==> config.mk <==
export PLATFORM = sky130hd
export DESIGN_NAME = pidc_tape
export DESIGN_NICKNAME = d
export VERILOG_FILES = /design/src/sv/pidc_pkg.sv /design/src/sv/pidc_tape.sv
export SDC_FILE = /design/constraint.sdc
export NUM_CORES = 1
export LEC_CHECK = 0
export BUFFER_PORTS_ARGS = -buffer_cell sky130_fd_sc_hd__buf_2
export CAP_MARGIN = 30
export CORE_UTILIZATION = 40
export CTS_CLUSTER_DIAMETER = 30
export DETAILED_ROUTE_END_ITERATION = 16
export MAX_ROUTING_LAYER = met4
export PLACE_DENSITY_LB_ADDON = 0.08
export SLEW_MARGIN = 40
export SYNTH_ARGS = -nofsm -noshare
export SYNTH_HDL_FRONTEND = slang
export SYNTH_SLANG_ARGS = --single-unit
==> constraint.sdc <==
create_clock -name clock -period 13.52 [get_ports clock]
set_input_delay 1.352 -clock clock [delete_from_list [all_inputs] [get_ports clock]]
set_output_delay 1.352 -clock clock [all_outputs]
set_load 0.02 [all_outputs]
==> src/sv/pidc_pkg.sv <==
// Shared types, codes and constants of the I/O port decoder with cassette interface.
// No dependencies; every other file of the block but pidc_ram imports this package.
package pidc_pkg;

   // Default sizes handed to the top level parameters
   localparam int VRAM_DEPTH_DEF = 8192;
   localparam int KEY_ROWS_DEF   = 10;

   // Beat kinds on the request side
   localparam logic [1:0] CMD_WRITE   = 2'd0;
   localparam logic [1:0] CMD_READ    = 2'd1;
   localparam logic [1:0] CMD_KEY_ROW = 2'd2;

   // Device select codes on the response side
   localparam logic [2:0] DEV_LOCAL     = 3'd0;
   localparam logic [2:0] DEV_VDP0      = 3'd1;
   localparam logic [2:0] DEV_VDP1      = 3'd2;
   localparam logic [2:0] DEV_PSG_SEL   = 3'd3;
   localparam logic [2:0] DEV_PSG_WRITE = 3'd4;
   localparam logic [2:0] DEV_PSG_READ  = 3'd5;

   // Configuration register indexes
   localparam logic [1:0] CSR_TAPE_STOPPED = 2'd0;
   localparam logic [1:0] CSR_SHORT_TONE   = 2'd1;
   localparam logic [1:0] CSR_ZERO_PERIOD  = 2'd2;
   localparam logic [1:0] CSR_ONE_PERIOD   = 2'd3;

   localparam logic [15:0] SHORT_TONE_RST  = 16'd1824;  // 57*32
   localparam logic [15:0] ZERO_PERIOD_RST = 16'd1641;
   localparam logic [15:0] ONE_PERIOD_RST  = 16'd2188;

   // Port decode masks and matches
   localparam logic [15:0] PAGE_MASK     = 16'hE000;
   localparam logic [15:0] PAGE_VRAM     = 16'h0000;
   localparam logic [15:0] PAGE_IPL      = 16'hA000;
   localparam logic [15:0] PAGE_MODE     = 16'h2000;
   localparam logic [15:0] PAGE_MOTOR    = 16'h6000;
   localparam logic [15:0] VDP_MASK      = 16'hD860;
   localparam logic [15:0] PSG_MASK      = 16'hFFFE;
   localparam logic [15:0] PSG_PORT      = 16'h4000;
   localparam logic [15:0] KEY_PORT_BASE = 16'h8000;
   localparam logic [15:0] KEY_PORT_LAST = 16'h8009;

   localparam logic [7:0] KEY_ROW_RST    = 8'hFF;
   localparam logic [7:0] STATUS_BASE    = 8'h1F;
   localparam logic [7:0] STATUS_TAPE    = 8'h80;
   localparam logic [7:0] STATUS_MOTOR   = 8'h40;
   localparam logic [7:0] PSG_STATUS_REG = 8'd14;
   localparam logic [7:0] MOTOR_BIT      = 8'h02;

   typedef struct packed {
      logic        tape_stopped;
      logic [15:0] short_tone;
      logic [15:0] zero_period;
      logic [15:0] one_period;
   } cfg_type;

endpackage

==> src/sv/pidc_tape.sv <==
// Cassette bit timer: tracks the time of the last tape bit and forms the waveform level.
// Depends on pidc_pkg for the configuration struct.
module pidc_tape
   import pidc_pkg::*;
(
   input  logic        clock,
   input  logic        reset,
   input  cfg_type     cfg,
   input  logic        sample,
   input  logic [31:0] cycle_now,
   input  logic        tape_bit,
   output logic        level,
   output logic        taken
);

   logic [31:0] last_time_ff, last_time_in;
   logic [15:0] period_ff, period_in;
   logic        bit_ff, bit_in;

   logic [31:0] elapsed;
   logic        due;
   logic        cur_bit;
   logic [15:0] threshold;

   always_comb begin
      elapsed   = cycle_now - last_time_ff;
      due       = elapsed >= {16'd0, period_ff};
      // level follows the bit after a possible reload, timed on the old elapsed value
      cur_bit   = due ? tape_bit : bit_ff;
      threshold = cur_bit ? cfg.short_tone : {1'b0, cfg.short_tone[15:1]};
      level     = elapsed < {16'd0, threshold};
      taken     = sample && due;

      last_time_in = last_time_ff;
      period_in    = period_ff;
      bit_in       = bit_ff;
      if (taken) begin
         last_time_in = cycle_now;
         bit_in       = tape_bit;
         period_in    = tape_bit ? cfg.one_period : cfg.zero_period;
      end
   end

   always_ff @(posedge clock) begin
      if (reset) begin
         last_time_ff <= '0;
         period_ff    <= '0;
         bit_ff       <= 1'b0;
      end else begin
         last_time_ff <= last_time_in;
         period_ff    <= period_in;
         bit_ff       <= bit_in;
      end
   end

endmodule

Word level (Yosys, flattened, before mapping)
Index checks and enable logic that the tools add are counted.
{ "totals": {"reg_bits": 49, "latchBits": 0, "ram_bits": 0, "rom_bits": 0, "inputBits": 85, "output_inout_bits": 2, "wordCells": 10, "mem_count": 0} }
{ "op_classes": {"n_addsub": 1, "multipliers": 0, "div_mod_pow": 0, "order_cmp": 2, "eq_ne": 0, "shifts": 0, "mux": 3, "n_bitwise": 0, "reduce_logical": 1} }
{ "op_table": {"columns": ["op", "count"], "rows": [
  ["32-bit by 16-bit >= comparator with 1-bit output", 1],
  ["32-bit by 16-bit < comparator with 1-bit output", 1],
  ["16-bit two-way mux", 2],
  ["32-bit subtractor", 1],
  ["1-bit logical AND", 1],
  ["1-bit two-way mux", 1]
]} }

Logic depth before layout (Yosys ltp)
Gate-level depths: netlist of run 1.
{ "depth": {"word_depth": 5, "depth_mapped": 33} }

Least setup slack after synthesis of run 1
OpenSTA, ideal clock, no wires.
{ "synth_timing": {"kind": "input -> output", "start": "input port cycle_now[0]", "end": "output port level", "t_arrival_ps": 6500, "required_time_ps": 12168, "setup_slack_ps": 5668, "path_stages": 32, "path_cell_list": "inv_1 -> ha_1 -> fa_1 -> nand2b_1 -> a21oi_1 -> nor2_1 -> o21ai_0 -> nor2b_1 -> nor2b_1 -> xnor2_1 -> ha_1 -> a21o_1 -> a21oi_1 -> o2111ai_1 -> nand3_1 -> and3_2 -> a31o_2 -> and2_1 -> buf_6 -> buf_6 -> mux2i_1 -> ha_1 -> a21o_1 -> a21oi_1 -> nor2b_1 -> o21ai_0 -> nand2b_1 -> a21oi_1 -> nor2b_1 -> o21ai_0 -> nand3_1 -> a311oi_2"} }
{ "synth_via": {"elab_chain_cells": 5} }
{ "synth_rtl": {"columns": ["item", "line", "text"], "rows": [
  ["start: declaration", "pidc_tape.sv:10", "input logic [31:0] cycle_now,"],
  ["32-bit subtractor (*)", "pidc_tape.sv:26", "elapsed = cycle_now - last_time_ff;"],
  ["32-bit by 16-bit >= comparator with 1-bit output", "pidc_tape.sv:27", "due = elapsed >= {16'd0, period_ff};"],
  ["1-bit two-way mux", "pidc_tape.sv:29", "cur_bit = due ? tape_bit : bit_ff;"],
  ["16-bit two-way mux", "pidc_tape.sv:30", "threshold = cur_bit ? cfg.short_tone : {1'b0, cfg.short_tone[15:1]};"],
  ["32-bit by 16-bit < comparator with 1-bit output (*)", "pidc_tape.sv:31", "level = elapsed < {16'd0, threshold};"],
  ["end: declaration", "pidc_tape.sv:12", "output logic level,"]
]} }
Every way passes the cells marked *; elsewhere a longest branch is shown, timed or not.

Final worst setup path of run 1
Same ends and word-level chain as after synthesis.

==> qor.yml, run 1 <==
num_io_pins: 87
finalSetupViolations: 0
die-area_mm2: 0.01327
seqCellArea_um2: 980.9
min_path_type: "flop to flop"
cts-root-buf: "clkbuf_16"
post-dp-hpwl_um: 11000
synthesis.area_mm2: 0.005126
initial_utilization_pct: 41.81
synth.yosys.seq_area_share_pct: 19.14
routed_wire_length_per_instance_um: 15.59
setup.worst_path.class: "input pin to output pin"
synth_top_cell_area_share_pct: 19.14
core_region_area_mm2: 0.01226
timing.critical_path.arrival_ns: 7.67
chipWidth_um: 115.2
postSynthNetCount: 784
critical-path-slowest-cell: "and2_1"
final_weighted_congestion_of_routability_driven_global_placement: 0.9335
ant_nets: 0
outcome: "finished, final reports clean"
grt_pass1_wl_um: 21610
firstDrtPassIters: 5
tns_ns: 0
warning_count_from_the_yosys_run: 0
area_growth_pct: 12.72
routed_wl_um: 13560
post_cts_resized: 0
cp_capture_type: "output pin"
p_comb_share_pct: 42.3
max_slew_violation_count: 0
synthFlopType: "dfxtp_1"
synth_top_cell_by_area: "dfxtp_1"
internal_power_uw: 339.2
p_sw_share_pct: 37.04
multi_input_gate_area_mm2: 0.003761
static-leakage-power_nw: 2.516
worst_tran_pin_value_ns: 0.8240
worst_clock_skew_ns: 0.01082
max_freq_ghz: 0.1108
synth.distinct_cells: 61
htree_levels: 2
slew-limit-headroom_pct: 45.07
tritoncts_clock_tree: "done"
cts_setup_buffers: 0
final.min_clock_period_ns: 9.024
groute.usage.overall_pct: 21.57
final_area_mm2: 0.005778
power.density_mw_per_mm2: 93.24
drcViolationCount: 0
power.share.clock_pct: 28.5
top_area_cells_in_the_synthesized_netlist: "dfxtp_1 19%, ha_1 15%, mux2i_1 10%, a211oi_1 4.8%, a21oi_1 4.5%"
chipHeight_um: 115.2
post_synth.cell_area_avg_um2: 8.060
dpl_cell_area_mm2: 0.005602
detail_route.vias_per_cell: 5.426
cts.clk_slew.worst_paths_ns: 0.06
synthArstFlopShare_pct: 0
rows: 40
num-fill-cells: 1234
number_of_flops_mapped_to_enable_cells_by_yosys: 0
layout-drive-gt1-share_pct: 17.09
netlist_instances: 636
critical_path_required_ns: 12.17
worst_setup_path_start_kind: "input pin"
grt_antenna_before_repair: 0
period_share_pct: 66.74
rsz0062_at_grt: "no"
count_of_vias_placed_by_the_detailed_router: 4721
final_net_count: 849
crit_path_max_fanout: 15
buffers_from_clock_root_to_sink_at_most: 2
ir_drop_uv: 45.55
tritoncts_num_sinks: 49
reg2reg_slack_ns: 8.79
cpPeakStageDelay_ns: 0.67
ys_seq_elements: 49
placement.io_buffers: 85
cts_hold_buf: 0
antenna_cells_inserted: 0
pin_count_of_the_biggest_net_entering_global_routing: 65
number_of_global_route_vias_before_repair: 4378
cts-buffers-inserted: 5
clock_insertion_delay_worst_skew_ns: 0.31
grt.overflow.total: 0
power.sequential.fraction_pct: 29.2
switchingPower_uw: 199.5
max_cap_viol_count: 0
detailedRoute.firstIterationViolations: 234
hold_violations: 0
[power groups by stage]
stage	Sequential, mW	Combinational [mW]	Clock [mW]
floorplan	0.160	0.169	0
global placement	0.160	0.220	0
detailed placement	0.161	0.226	0
CTS	0.157	0.227	0.159
global route	0.158	0.255	0.164
finish	0.157	0.228	0.154
[critical path, delay by kind of cell]
family                   cells  cell delay [ns]
XOR/XNOR                     1             0.25
AND/OR/NAND/NOR             11             1.85
buffers and inverters        3             0.35
AO/OA/AOI/OAI               12             2.34
multiplexers                 1             0.26
adder cells (fa/ha/maj)      4             1.26
[cells by family after synthesis]
| group | count (synthesis) | share of synthesized area (%) |
|---|---|---|
| buffers and inverters | 86 | 7.664 |
| xor gates and xnor gates | 20 | 3.417 |
| muxes | 51 | 9.959 |
| and+or+nand+nor | 179 | 18.09 |
| DFF | 49 | 19.14 |
| AOI/OAI and AO/OA | 188 | 26.21 |
| adders and majority gates | 63 | 15.52 |
[cell type report]
cell class              instances  area share, %
inverters                      59          3.833
flip-flops and latches         49          16.98
clock inverters                 2         0.6496
multi-input cells             501          65.09
well taps                     168          3.638
repair buffers                 85          7.406
clock buffers                   6          2.404
[per-stage QoR]
step | std cells | utilization, % | power (mW) | hold WS [ns] | worst slack [ns]
finish | 870 | 47.12 | 0.5387 | 0.4796 | 4.496
global route | 870 | 47.12 | 0.5774 | 0.5036 | 3.947
CTS | 870 | 47.12 | 0.5437 | 0.4842 | 4.478
detailed placement | 862 | 45.68 | 0.3864 | 0.4721 | 4.495
global placement | 862 | 45.59 | 0.3802 | 0.4724 | 4.518
floorplan | 636 | - | 0.3287 | 0.4462 | 5.668
[flip-flops by register name, summed over array words and instances, names as in the netlist]
register and cells:
last_time_ff 32, period_ff 16, bit_ff 1
[cell usage in the layout, fill, tap and decap left out, types with 2 or more instances in the layout]
cell type | synthesis | layout
clkbuf_16 | 0 | 5
xnor2_1 | 14 | 14
inv_1 | 58 | 58
a31o_2 | 4 | 4
a211o_1 | 2 | 2
buf_2 | 8 | 84
o21ai_0 | 25 | 25
nor3_1 | 12 | 12
mux2i_1 | 51 | 51
nor2_1 | 59 | 59
nand2b_1 | 9 | 9
nand4_1 | 14 | 14
a311oi_2 | 2 | 2
and4_1 | 3 | 3
or3_1 | 2 | 2
a2111oi_0 | 3 | 3
nand4_2 | 2 | 2
nand3_1 | 10 | 10
a31oi_1 | 4 | 4
o21ai_1 | 6 | 6
o31ai_1 | 2 | 2
nand2_1 | 37 | 37
a21oi_2 | 3 | 3
a21o_1 | 15 | 15
ha_1 | 62 | 62
dfxtp_1 | 49 | 49
nor4_4 | 3 | 3
o211ai_1 | 9 | 9
a21bo_1 | 2 | 2
and2_1 | 2 | 2
a221oi_1 | 2 | 2
a211oi_2 | 4 | 4
a211oi_1 | 33 | 33
o21bai_1 | 4 | 4
o21a_1 | 7 | 7
a21oi_1 | 46 | 46
a21boi_0 | 3 | 3
xor2_1 | 6 | 6
nor2b_1 | 20 | 20
[final timing paths]
path	depth (start not counted)	start	to
hold / removal	2	period_ff[1]$_SDFFE_PP0P_	period_ff[1]$_SDFFE_PP0P_
setup reg to reg	19	last_time_ff[0]$_SDFFE_PP0P_	period_ff[7]$_SDFFE_PP0P_
hold reg to reg	2	period_ff[1]$_SDFFE_PP0P_	period_ff[1]$_SDFFE_PP0P_
setup / recovery	32	cycle_now[0]	level
[metal layers]
metal  routed length (um)  vias up  global-route usage (%)
met5                    0        -                       -
met4                  172        0                   5.801
met3                  538       10                   3.321
met2                 5921      112                   33.49
met1                 6929     2153                   29.00
li1                     -     2446                       -
[synthesized netlist by cell type (15+ instances only)]
| cell | count |
|---|---|
| a211oi_1 | 33 |
| a21o_1 | 15 |
| a21oi_1 | 46 |
| dfxtp_1 | 49 |
| ha_1 | 62 |
| inv_1 | 58 |
| mux2i_1 | 51 |
| nand2_1 | 37 |
| nor2_1 | 59 |
| nor2b_1 | 20 |
| o21ai_0 | 25 |
Note: power is estimated with default switching activity, not from simulation.
==> run 2, diff against run 1 <==
Clock period 13.52 ns to 7.6 ns, I/O delays scaled along.
==> run 2 against run 1 <==
  * Sequential cell count unchanged
  * Worst setup slack worse by 4.0 ns
  * Power up 78%
  * First-iteration DRC count down 22%
  * Non-clock buffer count up 4
  * Largest power group unchanged
==> qor.yml, run 2 (same netlist as run 1, synthesis figures left out) <==
power.density_mw_per_mm2: 164.7
tritoncts_num_sinks: 49
mostFrequentLayoutCell: "buf_2"
die-area_mm2: 0.01327
min_path_type: "flop to flop"
hold_violations: 0
drcViolationCount: 0
routed_wire_length_per_instance_um: 15.44
cts-root-buf: "clkbuf_16"
cts.clk_slew.worst_paths_ns: 0.07
layout.cells.most_common_list: "84 x buf_2, 62 x ha_1, 59 x nor2_1, 58 x inv_1, 51 x mux2i_1"
final.min_clock_period_ns: 7.066
routed_wl_um: 13500
chipHeight_um: 115.2
worst_clock_skew_ns: 0.006119
delay_heaviest_family_cp: "compound AO/OA/AOI/OAI gates"
num-fill-cells: 1243
initial_utilization_pct: 41.81
setup_ws_ns: 0.5335
chipWidth_um: 115.2
crit-reg2reg-capture: "last_time_ff[9]$_SDFFE_PP0P_"
period_share_pct: 92.98
final_net_count: 853
count_of_vias_placed_by_the_detailed_router: 4741
placement.io_buffers: 85
ir_drop_uv: 81.82
static-leakage-power_nw: 2.541
seqCellArea_um2: 980.9
reg.largest.list: "last_time_ff: 32 flops, period_ff: 16 flops, bit_ff: 1 flops"
timing.rr.start: "last_time_ff[0]$_SDFFE_PP0P_"
cpPeakStageDelay_ns: 0.42
rows: 40
clock_insertion_delay_worst_skew_ns: 0.30
buffers_from_clock_root_to_sink_at_most: 2
area_growth_pct: 13.38
top_register: "last_time_ff"
cts_setup_buffers: 0
post-dp-hpwl_um: 11110
crit_top_cell: "a21oi_1"
crit_buf_inv: 5
number_of_global_route_vias_before_repair: 4355
tritoncts_clock_tree: "done"
setup.worst_path.class: "input pin to output pin"
outcome: "finished, final reports clean"
post-route-util_pct: 47.40
tns_ns: 0
slew-limit-headroom_pct: 58.04
detail_route.vias_per_cell: 5.424
max_cap_viol_count: 0
critPathCapture: "level"
final_weighted_congestion_of_routability_driven_global_placement: 0.9049
ant_nets: 0
groute.usage.overall_pct: 21.49
total_power_uw: 957.1
max_slew_violation_count: 0
startpoint: "cycle_now[0]"
place_ws_ns: 0.2449
layout-drive-gt1-share_pct: 17.85
crit_cells: 30
grt_antenna_before_repair: 0
largest_register_ff_count: 32
worst_tran_pin_value_ns: 0.6294
core_region_area_mm2: 0.01226
cts-buffers-inserted: 5
hold_ws_ns: 0.4770
htree_levels: 2
firstDrtPassIters: 5
critical-path-slowest-cell: "fa_1"
grt_pass1_wl_um: 21620
cp_capture_type: "output pin"
rsz0062_at_grt: "no"
pin_count_of_the_biggest_net_entering_global_routing: 64
finalSetupViolations: 0
ff2ff_path_depth: 20
worst_setup_path_start_kind: "input pin"
cts_hold_buf: 0
reg2reg_slack_ns: 3.03
crit_path_max_fanout: 6
detailedRoute.firstIterationViolations: 182
antenna_cells_inserted: 0
critical_path_required_ns: 6.84
grt.overflow.total: 0
multi_input_gate_area_mm2: 0.003761
num_io_pins: 87
timing.critical_path.arrival_ns: 6.31
max_freq_ghz: 0.1415
## run 2: layout make-up
type                       instances  share of cell area (%)
timing repair buffer              89                   7.944
sequential                        49                   16.88
tap                              168                   3.617
clock buffer                       6                   2.390
multi-input combinational        501                   64.71
clock inverter                     2                  0.6459
inverter                          59                   3.811
## run 2: worst min-delay path, cell delays in order, from the launching register on
cell and delay [ns]:
dfxtp_1 0.30, inv_1 0.07, a211oi_1 0.06
## run 2: per-stage QoR
stage / instances / instance area (um2)
after global routing: 874 / 5812
after detailed placement: 866 / 5623
after floorplan: 636 / 5126
final: 874 / 5812
after CTS: 874 / 5799
after global placement: 866 / 5620
## run 2: worst min-delay path by stage
stage | startpoint | end | cells after the start
after global placement | period_ff[1]$_SDFFE_PP0P_ | period_ff[1]$_SDFFE_PP0P_ | 2
after floorplan | period_ff[10]$_SDFFE_PP0P_ | period_ff[10]$_SDFFE_PP0P_ | 2
after detailed placement | period_ff[1]$_SDFFE_PP0P_ | period_ff[1]$_SDFFE_PP0P_ | 2
after global routing | period_ff[9]$_SDFFE_PP0P_ | period_ff[9]$_SDFFE_PP0P_ | 2
final | period_ff[1]$_SDFFE_PP0P_ | period_ff[1]$_SDFFE_PP0P_ | 2
after CTS | period_ff[1]$_SDFFE_PP0P_ | period_ff[1]$_SDFFE_PP0P_ | 2
## run 2: layer usage
metal | wire, um | GRT usage, % | part of all wire (%)
met3 | 577 | 3.321 | 4.3
met5 | 0 | - | 0
met2 | 5803 | 33.94 | 43
met4 | 242 | 5.368 | 1.8
met1 | 6872 | 28.58 | 51
## run 2: power breakdown
part | total, mW | internal [mW] | switching (mW)
registers | 0.280 | 0.273 | 0.00648
logic | 0.406 | 0.167 | 0.239
clock network | 0.271 | 0.165 | 0.106
total | 0.957 | 0.605 | 0.352
## run 2: what timing repair did
action	CTS	global route
setup endpoints to repair	0	1
hold endpoints to repair	0	0
resized for setup	0	3
==> run 3, diff against run 2 <==
Settings changed: ABC_AREA set to 1.
==> run 3 against run 2 <==
  * Hold slack lost 0.020 ns
  * Synthesized area rose by 9.4%
  * Combinational power is 16% higher
  * Register-to-register slack improved by 0.39 ns
  * Power up 6.1%
  * Sequential cell count did not move
  * Global-route usage is 0.14 points lower
==> qor.yml, run 3 <==
synth_top_cell_area_share_pct: 19.87
worst_clock_skew_ns: 0.008102
die-area_mm2: 0.01450
max_freq_ghz: 0.1697
synth.top_cells.by_count: "297 x nand2_1, 184 x inv_1, 62 x ha_1"
cts.clk_slew.worst_paths_ns: 0.07
worst_tran_pin_value_ns: 0.5460
layout.cells.most_common_list: "297 x nand2_1, 184 x inv_1, 85 x buf_2, 62 x ha_1, 59 x a21oi_1"
chipHeight_um: 120.4
period_share_pct: 77.53
slew-limit-headroom_pct: 63.60
clock_insertion_delay_worst_skew_ns: 0.31
worstHoldStart: "last_time_ff[16]$_SDFFE_PP0P_"
outcome: "finished, final reports clean"
netlist_instances: 938
routed_wire_length_per_instance_um: 11.76
tns_ns: 0
finalSetupViolations: 0
rsz0062_at_grt: "no"
rows: 42
total_power_mw: 1.016
num_io_pins: 87
power.density_mw_per_mm2: 160.8
number_of_flops_mapped_to_enable_cells_by_yosys: 0
layout-drive-gt1-share_pct: 16.39
antenna_cells_inserted: 0
critical-path-slowest-cell: "fa_1"
grt_pass1_wl_um: 23940
stdcell_count: 1189
timing.critical_path.arrival_ns: 5.13
number_of_global_route_vias_before_repair: 5082
initial_utilization_pct: 41.70
groute.usage.overall_pct: 21.35
htree_levels: 2
setup_ws_ns: 1.708
ir_drop_uv: 91.95
cts_hold_buf: 0
tritoncts_clock_tree: "done"
detail_route.vias_per_cell: 4.611
placement.io_buffers: 85
synth.yosys.seq_area_share_pct: 17.48
crit_top_cell: "nand2_1"
reg.largest.list: "last_time_ff: 32 flops, period_ff: 16 flops, bit_ff: 1 flops"
chipWidth_um: 120.4
final_weighted_congestion_of_routability_driven_global_placement: 0.8922
p_comb_share_pct: 46.2
cts_setup_buffers: 0
final_area_mm2: 0.006316
area_growth_pct: 12.58
synth.distinct_cells: 41
num-fill-cells: 1535
ys_seq_elements: 49
cpPeakStageDelay_ns: 0.42
place_ws_ns: 1.654
post-dp-hpwl_um: 11800
routed_wl_um: 13980
firstDrtPassIters: 4
mostFrequentLayoutCell: "nand2_1"
timing.rr.start: "last_time_ff[8]$_SDFFE_PP0P_"
warning_count_from_the_yosys_run: 0
tritoncts_num_sinks: 49
post_synth.cell_area_avg_um2: 5.981
post_cts_resized: 0
power.sequential.fraction_pct: 27.7
worst_setup_path_start_kind: "input pin"
core_region_area_mm2: 0.01345
largest_register_ff_count: 32
detailedRoute.firstIterationViolations: 220
count_of_vias_placed_by_the_detailed_router: 5482
max_slew_violation_count: 0
dpl_cell_area_mm2: 0.006145
cp_capture_type: "output pin"
dp.cells: 1181
postSynthNetCount: 1086
synthesis.area_mm2: 0.005610
pin_count_of_the_biggest_net_entering_global_routing: 63
grt_antenna_before_repair: 0
synth_top_cell_by_area: "nand2_1"
buffers_from_clock_root_to_sink_at_most: 2
p_sw_share_pct: 40.25
hold_violations: 0
grt.overflow.total: 0
setup.worst_path.class: "input pin to output pin"
cts-root-buf: "clkbuf_16"
final_net_count: 1160
power.share.clock_pct: 26.1
static-leakage-power_nw: 3.565
critical_path_required_ns: 6.84
crit_path_max_fanout: 16
final.min_clock_period_ns: 5.892
min_path_type: "flop to flop"
drcViolationCount: 0
startpoint: "cycle_now[0]"
max_cap_viol_count: 0
top_register: "last_time_ff"
cts-buffers-inserted: 5
internal_power_uw: 607.0
ant_nets: 0
synthFlopType: "dfxtp_1"
synth.most_common_cell: "nand2_1"
top_area_cells_in_the_synthesized_netlist: "nand2_1 20%, dfxtp_1 17%, ha_1 14%, inv_1 12%, a21oi_1 5.3%"
switchingPower_uw: 408.8
synthArstFlopShare_pct: 0
## run 3: changes by cell type after synthesis, moves of 27 or more
cell,delta
a211oi_1,-31
inv_1,+126
mux2i_1,-38
nand2_1,+260
nand2_2,+32
o21ai_0,+27
## run 3: worst max-delay path, delay by kind of cell
family          cells  cell delay, ns
xor+xnor            1            0.26
fa+ha+maj           4            1.20
buf+inv             5            0.45
simple gates       12            1.10
compound gates      7            1.11
mux                 1            0.25
## run 3: path summary, 6_finish.rpt
check	to	slack, ns	cells past startpoint
worst max-delay path	level	1.71	30
worst min-delay path	last_time_ff[16]$_SDFFE_PP0P_	0.46	2
worst min register to register	last_time_ff[16]$_SDFFE_PP0P_	0.46	2
worst max register to register	period_ff[10]$_SDFFE_PP0P_	3.42	19
## run 3: layout make-up
| cell class | count | area [um2] | share of cell area, % |
|---|---|---|---|
| Timing Repair Buffer | 87 | 440.4 | 6.973 |
| Clock inverter | 3 | 46.29 | 0.7330 |
| Tap cell | 176 | 220.2 | 3.487 |
| Multi-Input combinational cell | 677 | 3782 | 59.89 |
| Inverter | 192 | 720.7 | 11.41 |
| Sequential cell | 49 | 980.9 | 15.53 |
| Clock buffer | 5 | 125.1 | 1.981 |
## run 3: metrics by stage
step | hold slack [ns] | utilization (%)
2_1_floorplan | 0.4331 | -
3_3_place_gp | 0.4457 | 45.68
3_5_place_dp | 0.4504 | 45.68
4_1_cts | 0.4613 | 46.95
5_1_grt | 0.4672 | 46.95
6_report | 0.4565 | 46.95
## run 3: cells by family after synthesis
group / synth area share (%)
AND/OR/NAND/NOR: 35.66
buffers and inverters: 15.10
AO/OA/AOI/OAI: 12.91
adder cells (fa/ha/maj): 14.18
flip-flops: 17.48
XOR/XNOR: 2.342
multiplexers: 2.319
## run 3: routing by layer
layer / GRT usage, % / vias to the layer above / share of wire (%)
met4: 4.630 / 0 / 0.97
met5: - / - / 0
met3: 2.594 / 8 / 2.9
li1: - / 3061 / -
met2: 33.51 / 59 / 43
met1: 29.34 / 2354 / 53
## run 3: power by group through the flow
stage | clock (mW) | combinational, mW | sequential, mW
global placement | 0 | 0.469 | 0.287
finish | 0.265 | 0.470 | 0.281
floorplan | 0 | 0.358 | 0.286
global route | 0.285 | 0.546 | 0.283
detailed placement | 0 | 0.472 | 0.287
CTS | 0.276 | 0.474 | 0.281
